## config.mk

```make
export PLATFORM = sky130hd
export DESIGN_NAME = edge_to_pcm_box_resampler_flat
export DESIGN_NICKNAME = d
export VERILOG_FILES = /design/src/hdl/etpr_pkg.sv /design/src/hdl/etpr_channels.sv /design/src/hdl/etpr_mul.sv /design/src/hdl/etpr_div.sv /design/src/hdl/edge_to_pcm_box_resampler.sv /design/src/flat_wrapper.sv
export SDC_FILE = /design/constraint.sdc
export NUM_CORES = 2
export LEC_CHECK = 0
export BUFFER_PORTS_ARGS = -buffer_cell sky130_fd_sc_hd__buf_2
export CAP_MARGIN = 20
export CORE_UTILIZATION = 30
export DETAILED_ROUTE_END_ITERATION = 10
export SETUP_SLACK_MARGIN = 0.05
export SLEW_MARGIN = 20
export SYNTH_ARGS = -nofsm -noshare
export SYNTH_HDL_FRONTEND = slang
export SYNTH_SLANG_ARGS = --single-unit
```

## constraint.sdc

```tcl
create_clock -name clk -period 18.3 [get_ports clk]
set_input_delay 3.66 -clock clk [delete_from_list [all_inputs] [get_ports clk]]
set_output_delay 3.66 -clock clk [all_outputs]
set_load 0.01 [all_outputs]
```

## src/hdl/etpr_pkg.sv

```systemverilog
// shared widths, codes, register defaults and state type of the edge to pcm resampler
package etpr_pkg;

  // field widths fixed by the channel formats
  localparam int OP_W        = 2;
  localparam int EDGE_TIME_W = 48;
  localparam int STATUS_W    = 3;
  localparam int PCM_W       = 16;
  localparam int CFG_IDX_W   = 2;
  localparam int CFG_DATA_W  = 48;
  localparam int MRATE_W     = 32;
  localparam int SRATE_W     = 20;
  localparam int START_W     = 48;
  // a sample lasts at most the whole tick rate plus one tick
  localparam int DUR_W       = MRATE_W + 1;

  // parameter defaults
  localparam int FULL_SCALE_DEF = 32767;
  localparam int TIME_BITS_DEF  = 48;

  // register reset values
  localparam logic [MRATE_W-1:0] MRATE_RST = 32'd3500000;
  localparam logic [SRATE_W-1:0] SRATE_RST = 20'd44100;

  // saturation limits of the signed sample
  localparam logic [PCM_W-1:0] PCM_POS_MAX = 16'h7fff;
  localparam logic [PCM_W-1:0] PCM_NEG_MAG = 16'h8000;

  // request operation codes
  localparam logic [OP_W-1:0] OP_EDGE  = 2'd0;
  localparam logic [OP_W-1:0] OP_EMIT  = 2'd1;
  localparam logic [OP_W-1:0] OP_START = 2'd2;

  // configuration register indexes
  localparam logic [CFG_IDX_W-1:0] CFG_MRATE = 2'd0;
  localparam logic [CFG_IDX_W-1:0] CFG_SRATE = 2'd1;
  localparam logic [CFG_IDX_W-1:0] CFG_START = 2'd2;
  localparam logic [CFG_IDX_W-1:0] CFG_LEVEL = 2'd3;

  // result status codes
  typedef enum logic [STATUS_W-1:0] {
    STS_STARTED       = 3'd0,
    STS_EDGE_TAKEN    = 3'd1,
    STS_SAMPLE_READY  = 3'd2,
    STS_EDGE_AHEAD    = 3'd3,
    STS_OUT_OF_ORDER  = 3'd4,
    STS_BAD_CONFIG    = 3'd5,
    STS_NOT_STARTED   = 3'd6,
    STS_TIME_OVERFLOW = 3'd7
  } status_t;

  // control sequencer states
  typedef enum logic [3:0] {
    S_IDLE,
    S_START_DIV,
    S_OPEN_SPREAD,
    S_OPEN_CHECK,
    S_EDGE_CHECK,
    S_EDGE_ADD,
    S_EMIT_ADD,
    S_EMIT_MAG,
    S_EMIT_MUL,
    S_EMIT_SUM,
    S_EMIT_DIV,
    S_EMIT_SAT,
    S_DONE
  } state_t;

endpackage

```

## src/hdl/etpr_channels.sv

```systemverilog
// valid/ready channel interfaces for edge requests, pcm results and register writes

interface etpr_event_if import etpr_pkg::*; ();
  logic                   valid;
  logic                   ready;
  logic [OP_W-1:0]        op;
  logic [EDGE_TIME_W-1:0] edge_time;
  logic                   edge_level;

  modport source (output valid, op, edge_time, edge_level, input ready);
  modport sink (input valid, op, edge_time, edge_level, output ready);
endinterface

interface etpr_sample_if import etpr_pkg::*; ();
  logic                    valid;
  logic                    ready;
  logic [STATUS_W-1:0]     status;
  logic signed [PCM_W-1:0] pcm_value;

  modport source (output valid, status, pcm_value, input ready);
  modport sink (input valid, status, pcm_value, output ready);
endinterface

interface etpr_cfg_if import etpr_pkg::*; ();
  logic                  valid;
  logic                  ready;
  logic [CFG_IDX_W-1:0]  index;
  logic [CFG_DATA_W-1:0] data;

  modport source (output valid, index, data, input ready);
  modport sink (input valid, index, data, output ready);
endinterface

```

## src/hdl/etpr_mul.sv

```systemverilog
// bit-serial multiplier of an operand by the constant full scale, lsb first
module etpr_mul import etpr_pkg::*; #(
  parameter int A_W        = DUR_W,
  parameter int FULL_SCALE = FULL_SCALE_DEF
) (
  input  logic                                          clk,
  input  logic                                          rst,
  input  logic                                          start,
  input  logic [A_W-1:0]                                a,
  output logic                                          done,
  output logic [A_W+$clog2(64'(FULL_SCALE)+64'd1)-1:0]  product
);

  localparam int FS_W  = $clog2(64'(FULL_SCALE) + 64'd1);
  localparam int CNT_W = $clog2(FS_W + 1);
  localparam logic [FS_W-1:0] FS_BITS = FS_W'(FULL_SCALE);

  logic [CNT_W-1:0] left;
  logic [FS_W-1:0]  fs_sr;
  logic [A_W-1:0]   a_q;
  logic [A_W:0]     hi;
  logic [A_W:0]     sum;
  logic [FS_W-1:0]  lo;

  // one partial product per cycle
  assign sum     = hi + (fs_sr[0] ? {1'b0, a_q} : '0);
  assign product = {hi[A_W-1:0], lo};

  // step counter and completion flag
  always_ff @(posedge clk) begin
    if (rst) begin
      left <= '0;
      done <= 1'b0;
    end else begin
      done <= (left == CNT_W'(1));
      if (start) begin
        left <= CNT_W'(FS_W);
      end else if (left != '0) begin
        left <= left - CNT_W'(1);
      end
    end
  end

  // shift-add datapath, product bits leave the adder at the bottom
  always_ff @(posedge clk) begin
    if (start) begin
      a_q   <= a;
      fs_sr <= FS_BITS;
      hi    <= '0;
    end else if (left != '0) begin
      hi    <= {1'b0, sum[A_W:1]};
      lo    <= FS_W'({sum[0], lo} >> 1);
      fs_sr <= fs_sr >> 1;
    end
  end

endmodule

```

## src/hdl/etpr_div.sv

```systemverilog
// bit-serial restoring divider, one quotient bit per cycle
module etpr_div import etpr_pkg::*; #(
  parameter int N_W = 49,
  parameter int D_W = DUR_W
) (
  input  logic           clk,
  input  logic           rst,
  input  logic           start,
  input  logic [N_W-1:0] dividend,
  input  logic [D_W-1:0] divisor,
  output logic           done,
  output logic [N_W-1:0] quotient,
  output logic [D_W-1:0] remainder
);

  localparam int CNT_W = $clog2(N_W + 1);

  logic [CNT_W-1:0] left;
  logic [N_W-1:0]   num;
  logic [D_W-1:0]   rem;
  logic [D_W-1:0]   dsr;
  logic [D_W:0]     trial;
  logic [D_W:0]     diff;
  logic             take;

  // trial subtract of the divisor from the shifted partial remainder
  assign trial = {rem, num[N_W-1]};
  assign diff  = trial - {1'b0, dsr};
  assign take  = (trial >= {1'b0, dsr});

  assign quotient  = num;
  assign remainder = rem;

  // step counter and completion flag
  always_ff @(posedge clk) begin
    if (rst) begin
      left <= '0;
      done <= 1'b0;
    end else begin
      done <= (left == CNT_W'(1));
      if (start) begin
        left <= CNT_W'(N_W);
      end else if (left != '0) begin
        left <= left - CNT_W'(1);
      end
    end
  end

  // dividend shifts out at the top while quotient bits shift in at the bottom
  always_ff @(posedge clk) begin
    if (start) begin
      num <= dividend;
      rem <= '0;
      dsr <= divisor;
    end else if (left != '0) begin
      num <= {num[N_W-2:0], take};
      rem <= take ? diff[D_W-1:0] : trial[D_W-1:0];
    end
  end

endmodule

```

## src/hdl/edge_to_pcm_box_resampler.sv

```systemverilog
// top level: edge requests in, box-filtered signed pcm samples out
// edge request: check, then add when in order and inside the sample; start request: serial
// rate split, then spread and range check; emit request: add, multiply, divide, saturate,
// then the next sample is opened. Each goes straight to its result when not running or on
// bad settings. The next request is taken in the cycle after the result is loaded, which
// then waits in an output register. Sync reset restores defaults
module edge_to_pcm_box_resampler import etpr_pkg::*; #(
  parameter int FULL_SCALE = FULL_SCALE_DEF,
  parameter int TIME_BITS  = TIME_BITS_DEF
) (
  input  logic          clk,
  input  logic          rst,
  etpr_event_if.sink    events,
  etpr_sample_if.source samples,
  etpr_cfg_if.sink      cfg
);

  localparam int FS_W  = $clog2(64'(FULL_SCALE) + 64'd1);
  localparam int NUM_W = DUR_W + FS_W + 1;
  localparam int TW    = TIME_BITS;
  localparam int SUM_W = ((TW > DUR_W) ? TW : DUR_W) + 1;

  state_t state, state_next;

  // configuration registers
  logic [MRATE_W-1:0] m_rate;
  logic [SRATE_W-1:0] s_rate;
  logic [START_W-1:0] start_cfg;
  logic               init_lvl;

  // renderer state
  logic               running;
  logic               cur_lvl;
  logic [TW-1:0]      sample_start;
  logic [TW-1:0]      sample_end;
  logic [TW-1:0]      seg_begin;
  logic [TW-1:0]      last_edge;
  logic [DUR_W-1:0]   high_t;
  logic [DUR_W-1:0]   low_t;
  logic [DUR_W-1:0]   dur;
  logic [MRATE_W-1:0] whole;
  logic [SRATE_W-1:0] rem_part;
  logic [SRATE_W-1:0] spread;
  logic               from_emit;

  // captured request and pending result
  logic [TW-1:0]      t_q;
  logic               lvl_q;
  logic [DUR_W-1:0]   dur_new;
  logic               neg_q;
  status_t            res_status;
  logic [PCM_W-1:0]   res_pcm;

  // output register
  logic               o_valid;
  status_t            o_status;
  logic [PCM_W-1:0]   o_pcm;

  // handshakes
  logic accept;
  logic cfg_write;
  logic out_free;
  logic load_out;
  logic cfg_bad;

  // arithmetic units
  logic                 mul_start;
  logic                 mul_done;
  logic [NUM_W-2:0]     mul_product;
  logic                 div_start;
  logic                 div_done;
  logic [NUM_W-1:0]     div_dividend;
  logic [DUR_W-1:0]     div_divisor;
  logic [NUM_W-1:0]     div_quot;
  logic [DUR_W-1:0]     div_rem;

  // combinational datapath terms
  logic [SRATE_W-1:0] thr;
  logic               spread_take;
  logic [SUM_W-1:0]   open_sum;
  logic               open_ok;
  logic               edge_older;
  logic               edge_ahead;
  logic [DUR_W-1:0]   edge_delta;
  logic [DUR_W-1:0]   end_delta;
  logic               mag_neg;
  logic [DUR_W-1:0]   mag;
  logic [NUM_W-1:0]   num;
  logic [PCM_W-1:0]   mag16;
  logic [PCM_W-1:0]   pcm_sat;

  assign accept    = events.valid && events.ready;
  assign cfg_write = cfg.valid && cfg.ready;
  assign out_free  = !o_valid || samples.ready;

  assign cfg.ready         = 1'b1;
  assign samples.valid     = o_valid;
  assign samples.status    = o_status;
  assign samples.pcm_value = $signed(o_pcm);

  // settings check at start
  assign cfg_bad = (m_rate == '0) || (s_rate == '0) || (MRATE_W'(s_rate) > m_rate);

  // spreading of the remainder ticks
  assign thr         = (s_rate > rem_part) ? (s_rate - rem_part) : '0;
  assign spread_take = (spread >= thr);

  // end of the next sample and range check
  assign open_sum = SUM_W'(sample_start) + SUM_W'(dur_new);
  assign open_ok  = (dur_new != '0) && (open_sum[SUM_W-1:TW] == '0);

  // edge ordering checks and tick counts
  assign edge_older = (t_q < last_edge);
  assign edge_ahead = (t_q >= sample_end);
  assign edge_delta = DUR_W'(t_q - seg_begin);
  assign end_delta  = DUR_W'(sample_end - seg_begin);

  // magnitude of high minus low
  assign mag_neg = (low_t > high_t);
  assign mag     = mag_neg ? (low_t - high_t) : (high_t - low_t);

  // rounded numerator: scaled magnitude plus half the duration
  assign num = NUM_W'(mul_product) + NUM_W'(dur >> 1);

  // saturation and sign restore
  always_comb begin
    mag16 = (div_quot > NUM_W'(PCM_NEG_MAG)) ? PCM_NEG_MAG : div_quot[PCM_W-1:0];
    if (dur == '0) begin
      pcm_sat = '0;
    end else if (neg_q) begin
      pcm_sat = '0 - mag16;
    end else if (div_quot > NUM_W'(PCM_POS_MAX)) begin
      pcm_sat = PCM_POS_MAX;
    end else begin
      pcm_sat = div_quot[PCM_W-1:0];
    end
  end

  // scaling multiplier
  etpr_mul #(
    .A_W        (DUR_W),
    .FULL_SCALE (FULL_SCALE)
  ) u_mul (
    .clk     (clk),
    .rst     (rst),
    .start   (mul_start),
    .a       (mag),
    .done    (mul_done),
    .product (mul_product)
  );

  // divider shared by the rate split and the averaging
  etpr_div #(
    .N_W (NUM_W),
    .D_W (DUR_W)
  ) u_div (
    .clk       (clk),
    .rst       (rst),
    .start     (div_start),
    .dividend  (div_dividend),
    .divisor   (div_divisor),
    .done      (div_done),
    .quotient  (div_quot),
    .remainder (div_rem)
  );

  // next state
  always_comb begin
    state_next = state;
    case (state)
      S_IDLE: begin
        if (accept) begin
          case (events.op)
            OP_START: state_next = cfg_bad ? S_DONE : S_START_DIV;
            OP_EDGE:  state_next = running ? S_EDGE_CHECK : S_DONE;
            OP_EMIT:  state_next = running ? S_EMIT_ADD : S_DONE;
            default:  state_next = S_IDLE;
          endcase
        end
      end
      S_START_DIV:   if (div_done) state_next = S_OPEN_SPREAD;
      S_OPEN_SPREAD: state_next = S_OPEN_CHECK;
      S_OPEN_CHECK:  state_next = S_DONE;
      S_EDGE_CHECK:  state_next = (edge_older || edge_ahead) ? S_DONE : S_EDGE_ADD;
      S_EDGE_ADD:    state_next = S_DONE;
      S_EMIT_ADD:    state_next = S_EMIT_MAG;
      S_EMIT_MAG:    state_next = S_EMIT_MUL;
      S_EMIT_MUL:    if (mul_done) state_next = S_EMIT_SUM;
      S_EMIT_SUM:    state_next = S_EMIT_DIV;
      S_EMIT_DIV:    if (div_done) state_next = S_EMIT_SAT;
      S_EMIT_SAT:    state_next = S_OPEN_SPREAD;
      S_DONE:        if (out_free) state_next = S_IDLE;
      default:       state_next = S_IDLE;
    endcase
  end

  // sequencer outputs
  always_comb begin
    events.ready = (state == S_IDLE);
    mul_start    = (state == S_EMIT_MAG);
    div_start    = (accept && (events.op == OP_START) && !cfg_bad) || (state == S_EMIT_SUM);
    load_out     = (state == S_DONE) && out_free;
    if (state == S_EMIT_SUM) begin
      div_dividend = num;
      div_divisor  = dur;
    end else begin
      div_dividend = NUM_W'(m_rate);
      div_divisor  = DUR_W'(s_rate);
    end
  end

  // control and renderer state
  always_ff @(posedge clk) begin
    if (rst) begin
      state        <= S_IDLE;
      m_rate       <= MRATE_RST;
      s_rate       <= SRATE_RST;
      start_cfg    <= '0;
      init_lvl     <= 1'b0;
      running      <= 1'b0;
      cur_lvl      <= 1'b0;
      sample_start <= '0;
      sample_end   <= '0;
      seg_begin    <= '0;
      last_edge    <= '0;
      high_t       <= '0;
      low_t        <= '0;
      dur          <= '0;
      whole        <= '0;
      rem_part     <= '0;
      spread       <= '0;
      from_emit    <= 1'b0;
      o_valid      <= 1'b0;
    end else begin
      state <= state_next;

      // register writes
      if (cfg_write) begin
        case (cfg.index)
          CFG_MRATE: m_rate    <= cfg.data[MRATE_W-1:0];
          CFG_SRATE: s_rate    <= cfg.data[SRATE_W-1:0];
          CFG_START: start_cfg <= cfg.data[START_W-1:0];
          CFG_LEVEL: init_lvl  <= cfg.data[0];
          default:   ;
        endcase
      end

      case (state)
        S_IDLE: begin
          if (accept && (events.op == OP_START)) begin
            running   <= 1'b0;
            from_emit <= 1'b0;
          end
        end
        S_START_DIV: begin
          if (div_done) begin
            whole        <= div_quot[MRATE_W-1:0];
            rem_part     <= div_rem[SRATE_W-1:0];
            spread       <= '0;
            cur_lvl      <= init_lvl;
            sample_start <= TW'(start_cfg);
            last_edge    <= '0;
          end
        end
        S_OPEN_SPREAD: begin
          spread <= spread_take ? (spread - thr) : (spread + rem_part);
        end
        S_OPEN_CHECK: begin
          running <= open_ok;
          if (open_ok) begin
            dur        <= dur_new;
            sample_end <= open_sum[TW-1:0];
            seg_begin  <= sample_start;
            high_t     <= '0;
            low_t      <= '0;
          end
        end
        S_EDGE_ADD: begin
          if (t_q > seg_begin) begin
            if (cur_lvl) begin
              high_t <= high_t + edge_delta;
            end else begin
              low_t <= low_t + edge_delta;
            end
            seg_begin <= t_q;
          end
          cur_lvl   <= lvl_q;
          last_edge <= t_q;
        end
        S_EMIT_ADD: begin
          if (cur_lvl) begin
            high_t <= high_t + end_delta;
          end else begin
            low_t <= low_t + end_delta;
          end
        end
        S_EMIT_SAT: begin
          sample_start <= sample_end;
          from_emit    <= 1'b1;
        end
        default: ;
      endcase

      // output slot
      if (load_out) begin
        o_valid <= 1'b1;
      end else if (samples.ready) begin
        o_valid <= 1'b0;
      end
    end
  end

  // request capture and result payload
  always_ff @(posedge clk) begin
    if (accept) begin
      t_q        <= TW'(events.edge_time);
      lvl_q      <= events.edge_level;
      res_pcm    <= '0;
      res_status <= (events.op == OP_START) ? STS_BAD_CONFIG : STS_NOT_STARTED;
    end
    case (state)
      S_EDGE_CHECK: begin
        if (edge_older) begin
          res_status <= STS_OUT_OF_ORDER;
        end else if (edge_ahead) begin
          res_status <= STS_EDGE_AHEAD;
        end else begin
          res_status <= STS_EDGE_TAKEN;
        end
      end
      S_OPEN_SPREAD: begin
        dur_new <= spread_take ? (DUR_W'(whole) + DUR_W'(1)) : DUR_W'(whole);
      end
      S_OPEN_CHECK: begin
        if (from_emit) begin
          res_status <= STS_SAMPLE_READY;
        end else begin
          res_status <= open_ok ? STS_STARTED : STS_TIME_OVERFLOW;
        end
      end
      S_EMIT_MAG: neg_q <= mag_neg;
      S_EMIT_SAT: res_pcm <= pcm_sat;
      default: ;
    endcase
    if (load_out) begin
      o_status <= res_status;
      o_pcm    <= res_pcm;
    end
  end

endmodule

```

## src/flat_wrapper.sv

```systemverilog
// flat-port wrapper written by rule: the top's interface ports become plain ports
module edge_to_pcm_box_resampler_flat import etpr_pkg::*;
#(
  parameter int FULL_SCALE = FULL_SCALE_DEF,
  parameter int TIME_BITS  = TIME_BITS_DEF
)
  (clk, rst, events_valid, events_op, events_edge_time, events_edge_level, events_ready, samples_valid, samples_status, samples_pcm_value, samples_ready, cfg_valid, cfg_index, cfg_data, cfg_ready);
  etpr_event_if events_i ();
  etpr_sample_if samples_i ();
  etpr_cfg_if cfg_i ();
  input  logic clk;
  input  logic rst;
  input wire logic [$bits(events_i.valid)-1:0] events_valid;
  input wire logic [$bits(events_i.op)-1:0] events_op;
  input wire logic [$bits(events_i.edge_time)-1:0] events_edge_time;
  input wire logic [$bits(events_i.edge_level)-1:0] events_edge_level;
  output wire logic [$bits(events_i.ready)-1:0] events_ready;
  output wire logic [$bits(samples_i.valid)-1:0] samples_valid;
  output wire logic [$bits(samples_i.status)-1:0] samples_status;
  output wire logic [$bits(samples_i.pcm_value)-1:0] samples_pcm_value;
  input wire logic [$bits(samples_i.ready)-1:0] samples_ready;
  input wire logic [$bits(cfg_i.valid)-1:0] cfg_valid;
  input wire logic [$bits(cfg_i.index)-1:0] cfg_index;
  input wire logic [$bits(cfg_i.data)-1:0] cfg_data;
  output wire logic [$bits(cfg_i.ready)-1:0] cfg_ready;
  assign events_i.valid = events_valid;
  assign events_i.op = events_op;
  assign events_i.edge_time = events_edge_time;
  assign events_i.edge_level = events_edge_level;
  assign events_ready = events_i.ready;
  assign samples_valid = samples_i.valid;
  assign samples_status = samples_i.status;
  assign samples_pcm_value = samples_i.pcm_value;
  assign samples_i.ready = samples_ready;
  assign cfg_i.valid = cfg_valid;
  assign cfg_i.index = cfg_index;
  assign cfg_i.data = cfg_data;
  assign cfg_ready = cfg_i.ready;
  edge_to_pcm_box_resampler #(.FULL_SCALE(FULL_SCALE), .TIME_BITS(TIME_BITS)) u_core (.clk(clk), .rst(rst), .events(events_i), .samples(samples_i), .cfg(cfg_i));
endmodule
```

=== Yosys cells after proc, flatten, opt, wreduce, memory -nomap -nowiden ===
Index checks and enable logic that the tools add are counted.

* Bitwise logic cells: 2
* Mux-type cells: 63
* Reduce and logical (&&, ||, !) cells: 51
* Order comparisons: 10
* Equality and inequality tests: 31
* $add $sub $neg: 19

{| class="wikitable"
|+ Operators by type and width
! operator !! number
|-
| 2-to-1 mux 33 bit || 10
|-
| case mux 48 bit (2 select lines) || 3
|-
| case mux 33 bit (3 select lines) || 2
|-
| 2-to-1 mux 48 bit || 4
|-
| subtractor 33 bit || 5
|-
| 2-to-1 mux 49 bit || 3
|-
| adder 33 bit || 4
|-
| 2-to-1 mux 16 bit || 6
|-
| 2-to-1 mux 20 bit || 4
|-
| adder 48 x 32 -> 49 bit || 1
|-
| adder 48 x 33 -> 49 bit || 1
|-
| > comparator 49 x 15 -> 1 bit (second input constant) || 1
|-
| > comparator 49 x 16 -> 1 bit (second input constant) || 1
|-
| greater-or-equal comparator 48 bit || 1
|-
| > comparator 48 bit || 1
|-
| less-than comparator 48 bit || 1
|-
| case mux 4 bit (12 select lines) || 1
|-
| 2-to-1 mux 4 bit || 11
|-
| case mux 20 bit (2 select lines) || 1
|-
| subtractor 20 bit || 2
|-
| adder 33 x 34 -> 34 bit || 1
|-
| greater-or-equal comparator 34 x 33 -> 1 bit || 1
|-
| adder 32 x 1 -> 33 bit (second input constant) || 1
|-
| > comparator 33 bit || 1
|-
| 42 further kinds || 109
|}

* Logic and storage cells: 217
* Bits of input ports: 106
* Output and inout port bits: 22
* Register bits: 816

=== Longest topological paths before layout ===
* Word-level depth: 7
* Gate-level depth with buffers: 30

=== Modules after synthesis ===
Synthesis repeated with hierarchy kept, for this count alone.

* Cells, all modules: 6693
* Area total of the unflattened synthesis: 54811.3 um2

{| class="wikitable"
|+ Modules (own cells, without submodules)
! module !! area each (um2) !! cells each !! times used !! sequential area each (um2)
|-
| edge_to_pcm_box_resampler || 42560.8 || 5472 || 1 || 13082.5
|-
| etpr_div || 6917.9 || 667 || 1 || 3263.1
|-
| etpr_mul || 5332.6 || 554 || 1 || 2502.4
|}

=== Least setup slack after synthesis ===
No wires, ideal clock.

* Kind: input to register
* Start: in events_valid
* End: reg u_core.u_div.dsr[0] (enable)
* Data required time: 17.889 ns
* Stages on the path: 8
* Arrival time: 7.002 ns
* Setup slack: 10.888 ns
* Path through: nand2_1 inv_1 nand2_1 or3_1 o21ai_1 nor2_1 clkinv_1 clkbuf_1

* Cells in the longest elaborated chain, start to end: 4

{| class="wikitable"
|+ RTL lines
! what !! RTL line !! source
|-
| start: declaration || flat_wrapper.sv:13 || <nowiki>input wire logic [$bits(events_i.valid)-1:0] events_valid;</nowiki>
|-
| logical AND 1 bit || edge_to_pcm_box_resampler.sv:92 || <nowiki>assign accept = events.valid && events.ready;</nowiki>
|-
| via u_core.accept || edge_to_pcm_box_resampler.sv:60 || <nowiki>logic accept;</nowiki>
|-
| logical AND 1 bit (2 in a row) || edge_to_pcm_box_resampler.sv:201 || <nowiki>div_start = (accept && (events.op == OP_START) && !cfg_bad) || (state == S_EMIT_SUM);</nowiki>
|-
| logical OR 1 bit || edge_to_pcm_box_resampler.sv:201 ||
|-
| end signal: assignment || etpr_div.sv:54 || <nowiki>dsr <= divisor;</nowiki>
|-
| end: declaration || etpr_div.sv:21 || <nowiki>logic [D_W-1:0] dsr;</nowiki>
|}

The timed path passes the listed nets, and every way through them passes these cells.
A chain may end at the register's enable or synchronous reset.

==> metrics.txt <==
Peak VDD IR 0.0788 mV; Max FO, Critical Path 35; Psw 2.79 mW; IO Port Bufs 126; DRT antenna net count 0; # DRC 0; H-tree depth 3; type of the worst min-delay path reg -> reg; Reg2Reg Setup Slack 10.98 ns; first-pass GRT wire length 269000 um; post-synth cell types 103; top-area cell type share of the netlist area 20.9%; Core Region 179000 um2; period utilization 40.0%; Static Leak 24.1 nW; total power 7.25 mW; clock-pin slew on the worst setup and hold paths 0.06 ns; Die W 426 um; CTS tree done; Layout Nets 7239; Critical Path End Type flip-flop; num rows 155; Fin Clk Skew 0.0596 ns; max_cap viols 0; Mapped Area 54000 um2; Power Density 120 nW/um2; Synth area leaders dfxtp_1 (21%), edfxtp_1 (14%), ha_1 (12%), nand2_1 (8.1%), a21oi_1 (6.6%); Switching Share 38.5%; CP max stage cell dfxtp_1; FILL cells 18500; top post-synthesis cells by count nand2_1 (1160), a21oi_1 (710), dfxtp_1 (565); setup violators final 0; Detailed Route WL 178000 um; critical path arrival 7.96 ns; Reg area 18800 um2; # resized after CTS 0; Initial Util 30.3%; kind of cell adding the most delay to the critical path compound AO/OA/AOI/OAI gates; final worst setup slack 10.98 ns; Clock Path Buffers 3; final hold viol count 0; Cells after Synth 6618; CTS Sinks 816; Detailed Route Iter0 Violations 4691; GP Congestion 0.922; Yosys reg bits 816; ys async rst share 0%; area occupied by multi-input gates 32600 um2; CP required 18.94 ns; Pre-Repair DR Iteration Count 8; most frequent CP cell a21oi_1; Root Driver clkbuf_16; vias post-DR 48300; Clock power frac 27.9%; slowest cell delay on critical path 0.75 ns; worst-skew pair later-pin latency 0.74 ns; top-count cell post-synth nand2_1; Post-Syn Nets 7257; CP bufs+invs 1; post-route setup TNS 0 ns; Startpoint Class flip-flop; Comb pwr share 36.9%; sequential-to-total area share from yosys stat 34.9%; GRT overflow 0; Pint 4.46 mW; synth warn 0; vias in the first global route 44700; FMAX 137 MHz; Avg Synthesized Cell Area 8.16 um2; fin. max-slew vios 0; Die Y 426 um; dpl ws 10.88 ns; gr usage total 18.9%; Post-DP HPWL 134000 um; layout cells sized above 1 6.86%; Crit Path Category reg -> reg; Synth area leader dfxtp_1; run status completed; main flop type after synthesis dfxtp_1; CTS Hold Bufs 0; largest net degree at the start of global routing 163; number of primary I/O pins 128; postcts setup bufs 0; Post-synth EDFFs 251; die area 182000 um2; RSZ-0062 raised after global routing false; Flop pwr share 35.2%; post-DR wirelength/cell 19.7 um; Core Util, Final 33.7%; Diodes inserted 0; routed via count divided by cell count 5.34; worst-margin pin slew 1.19 ns; worst relative slew slack 20.2%; antenna violations before repair 4; CTS Buf Count 90; Layout area overhead 11.4%; Tmin final 7.32 ns
[area by class of cell]
| cell class | count | share of cell area, % |
|---|---|---|
| Clock buffer | 111 | 4.16 |
| Clock inverter | 59 | 1.29 |
| Inverter | 402 | 2.51 |
| Multi-Input combinational cell | 5119 | 54.2 |
| Sequential cell | 816 | 31.3 |
| Tap cell | 2355 | 4.89 |
| Timing Repair Buffer | 171 | 1.65 |
[cell families after synthesis]
kind of cell    count (synthesis)  synth area share, %
mux                           115                 2.24
xor+xnor                      314                 5.09
compound gates               1784                 20.5
fa+ha+maj                     533                 12.5
simple gates                 2372                 19.8
flops                         816                 34.9
other cells                     1              0.00694
buf+inv                       683                 4.94
[layer usage]
layer	wire length, um	global-route usage (%)
met5	13	0
met3	11200	2.67
met1	81400	26.4
met2	78900	29.6
met4	6010	6.03
[sequential cells by signal, indices dropped and copies added (netlist names), 33 cells and up]
register,count
u_core.u_div.quotient,49
u_core.last_edge,48
u_core.sample_end,48
u_core.sample_start,48
u_core.seg_begin,48
u_core.start_cfg,48
u_core.t_q,48
u_core.dur,33
u_core.dur_new,33
u_core.high_t,33
u_core.low_t,33
u_core.u_div.dsr,33
u_core.u_div.remainder,33
u_core.u_mul.a_q,33
u_core.u_mul.hi,33
[power by group through the flow]
stage / Sequential (mW) / Clock, mW / Combinational [mW]
floorplan: 2.42 / 0 / 2.06
global placement: 2.58 / 0 / 2.60
finish: 2.55 / 2.02 / 2.67
CTS: 2.55 / 2.05 / 2.67
global route: 2.58 / 2.12 / 2.99
detailed placement: 2.58 / 0 / 2.65
[placed cells by master, fill, tap and decap left out, types with 46 or more instances in the layout]
| cell type | count |
|---|---|
| dfxtp_1 | 565 |
| o211ai_1 | 47 |
| xor2_1 | 114 |
| inv_1 | 395 |
| edfxtp_1 | 251 |
| nand2_1 | 1159 |
| buf_2 | 125 |
| a21oi_1 | 710 |
| nor3_1 | 92 |
| o21ai_0 | 319 |
| nand4_1 | 81 |
| nor2b_1 | 55 |
| a21o_1 | 236 |
| a311oi_1 | 47 |
| a211oi_1 | 81 |
| o21a_1 | 53 |
| mux2i_1 | 71 |
| ha_1 | 521 |
| nand3_1 | 222 |
| nor4_1 | 51 |
| nor2_1 | 400 |
| and2_1 | 70 |
| nand2b_1 | 58 |
| xnor2_1 | 200 |
| and3_1 | 46 |
| clkbuf_16 | 95 |
[worst paths after layout]
| path | from | end | cells after the start |
|---|---|---|---|
| worst max register to register | u_core.state[1] | u_core.high_t[31] | 26 |
| worst max-delay path | u_core.state[1] | u_core.high_t[31] | 26 |
| worst min register to register | u_core.res_pcm[9] | u_core.samples.pcm_value[9] | 0 |
| worst min-delay path | u_core.res_pcm[9] | u_core.samples.pcm_value[9] | 0 |
[metrics by stage]
step / hold slack [ns] / instances / instance area [um2]
3_3_place_gp: 0.406 / 8863 / 56900
6_report: 0.417 / 9033 / 60200
5_1_grt: 0.432 / 9033 / 60200
4_1_cts: 0.420 / 9033 / 60200
3_5_place_dp: 0.405 / 8863 / 56900
2_1_floorplan: 0.400 / 6618 / 54000
Note: power is estimated with default switching activity, not from simulation.
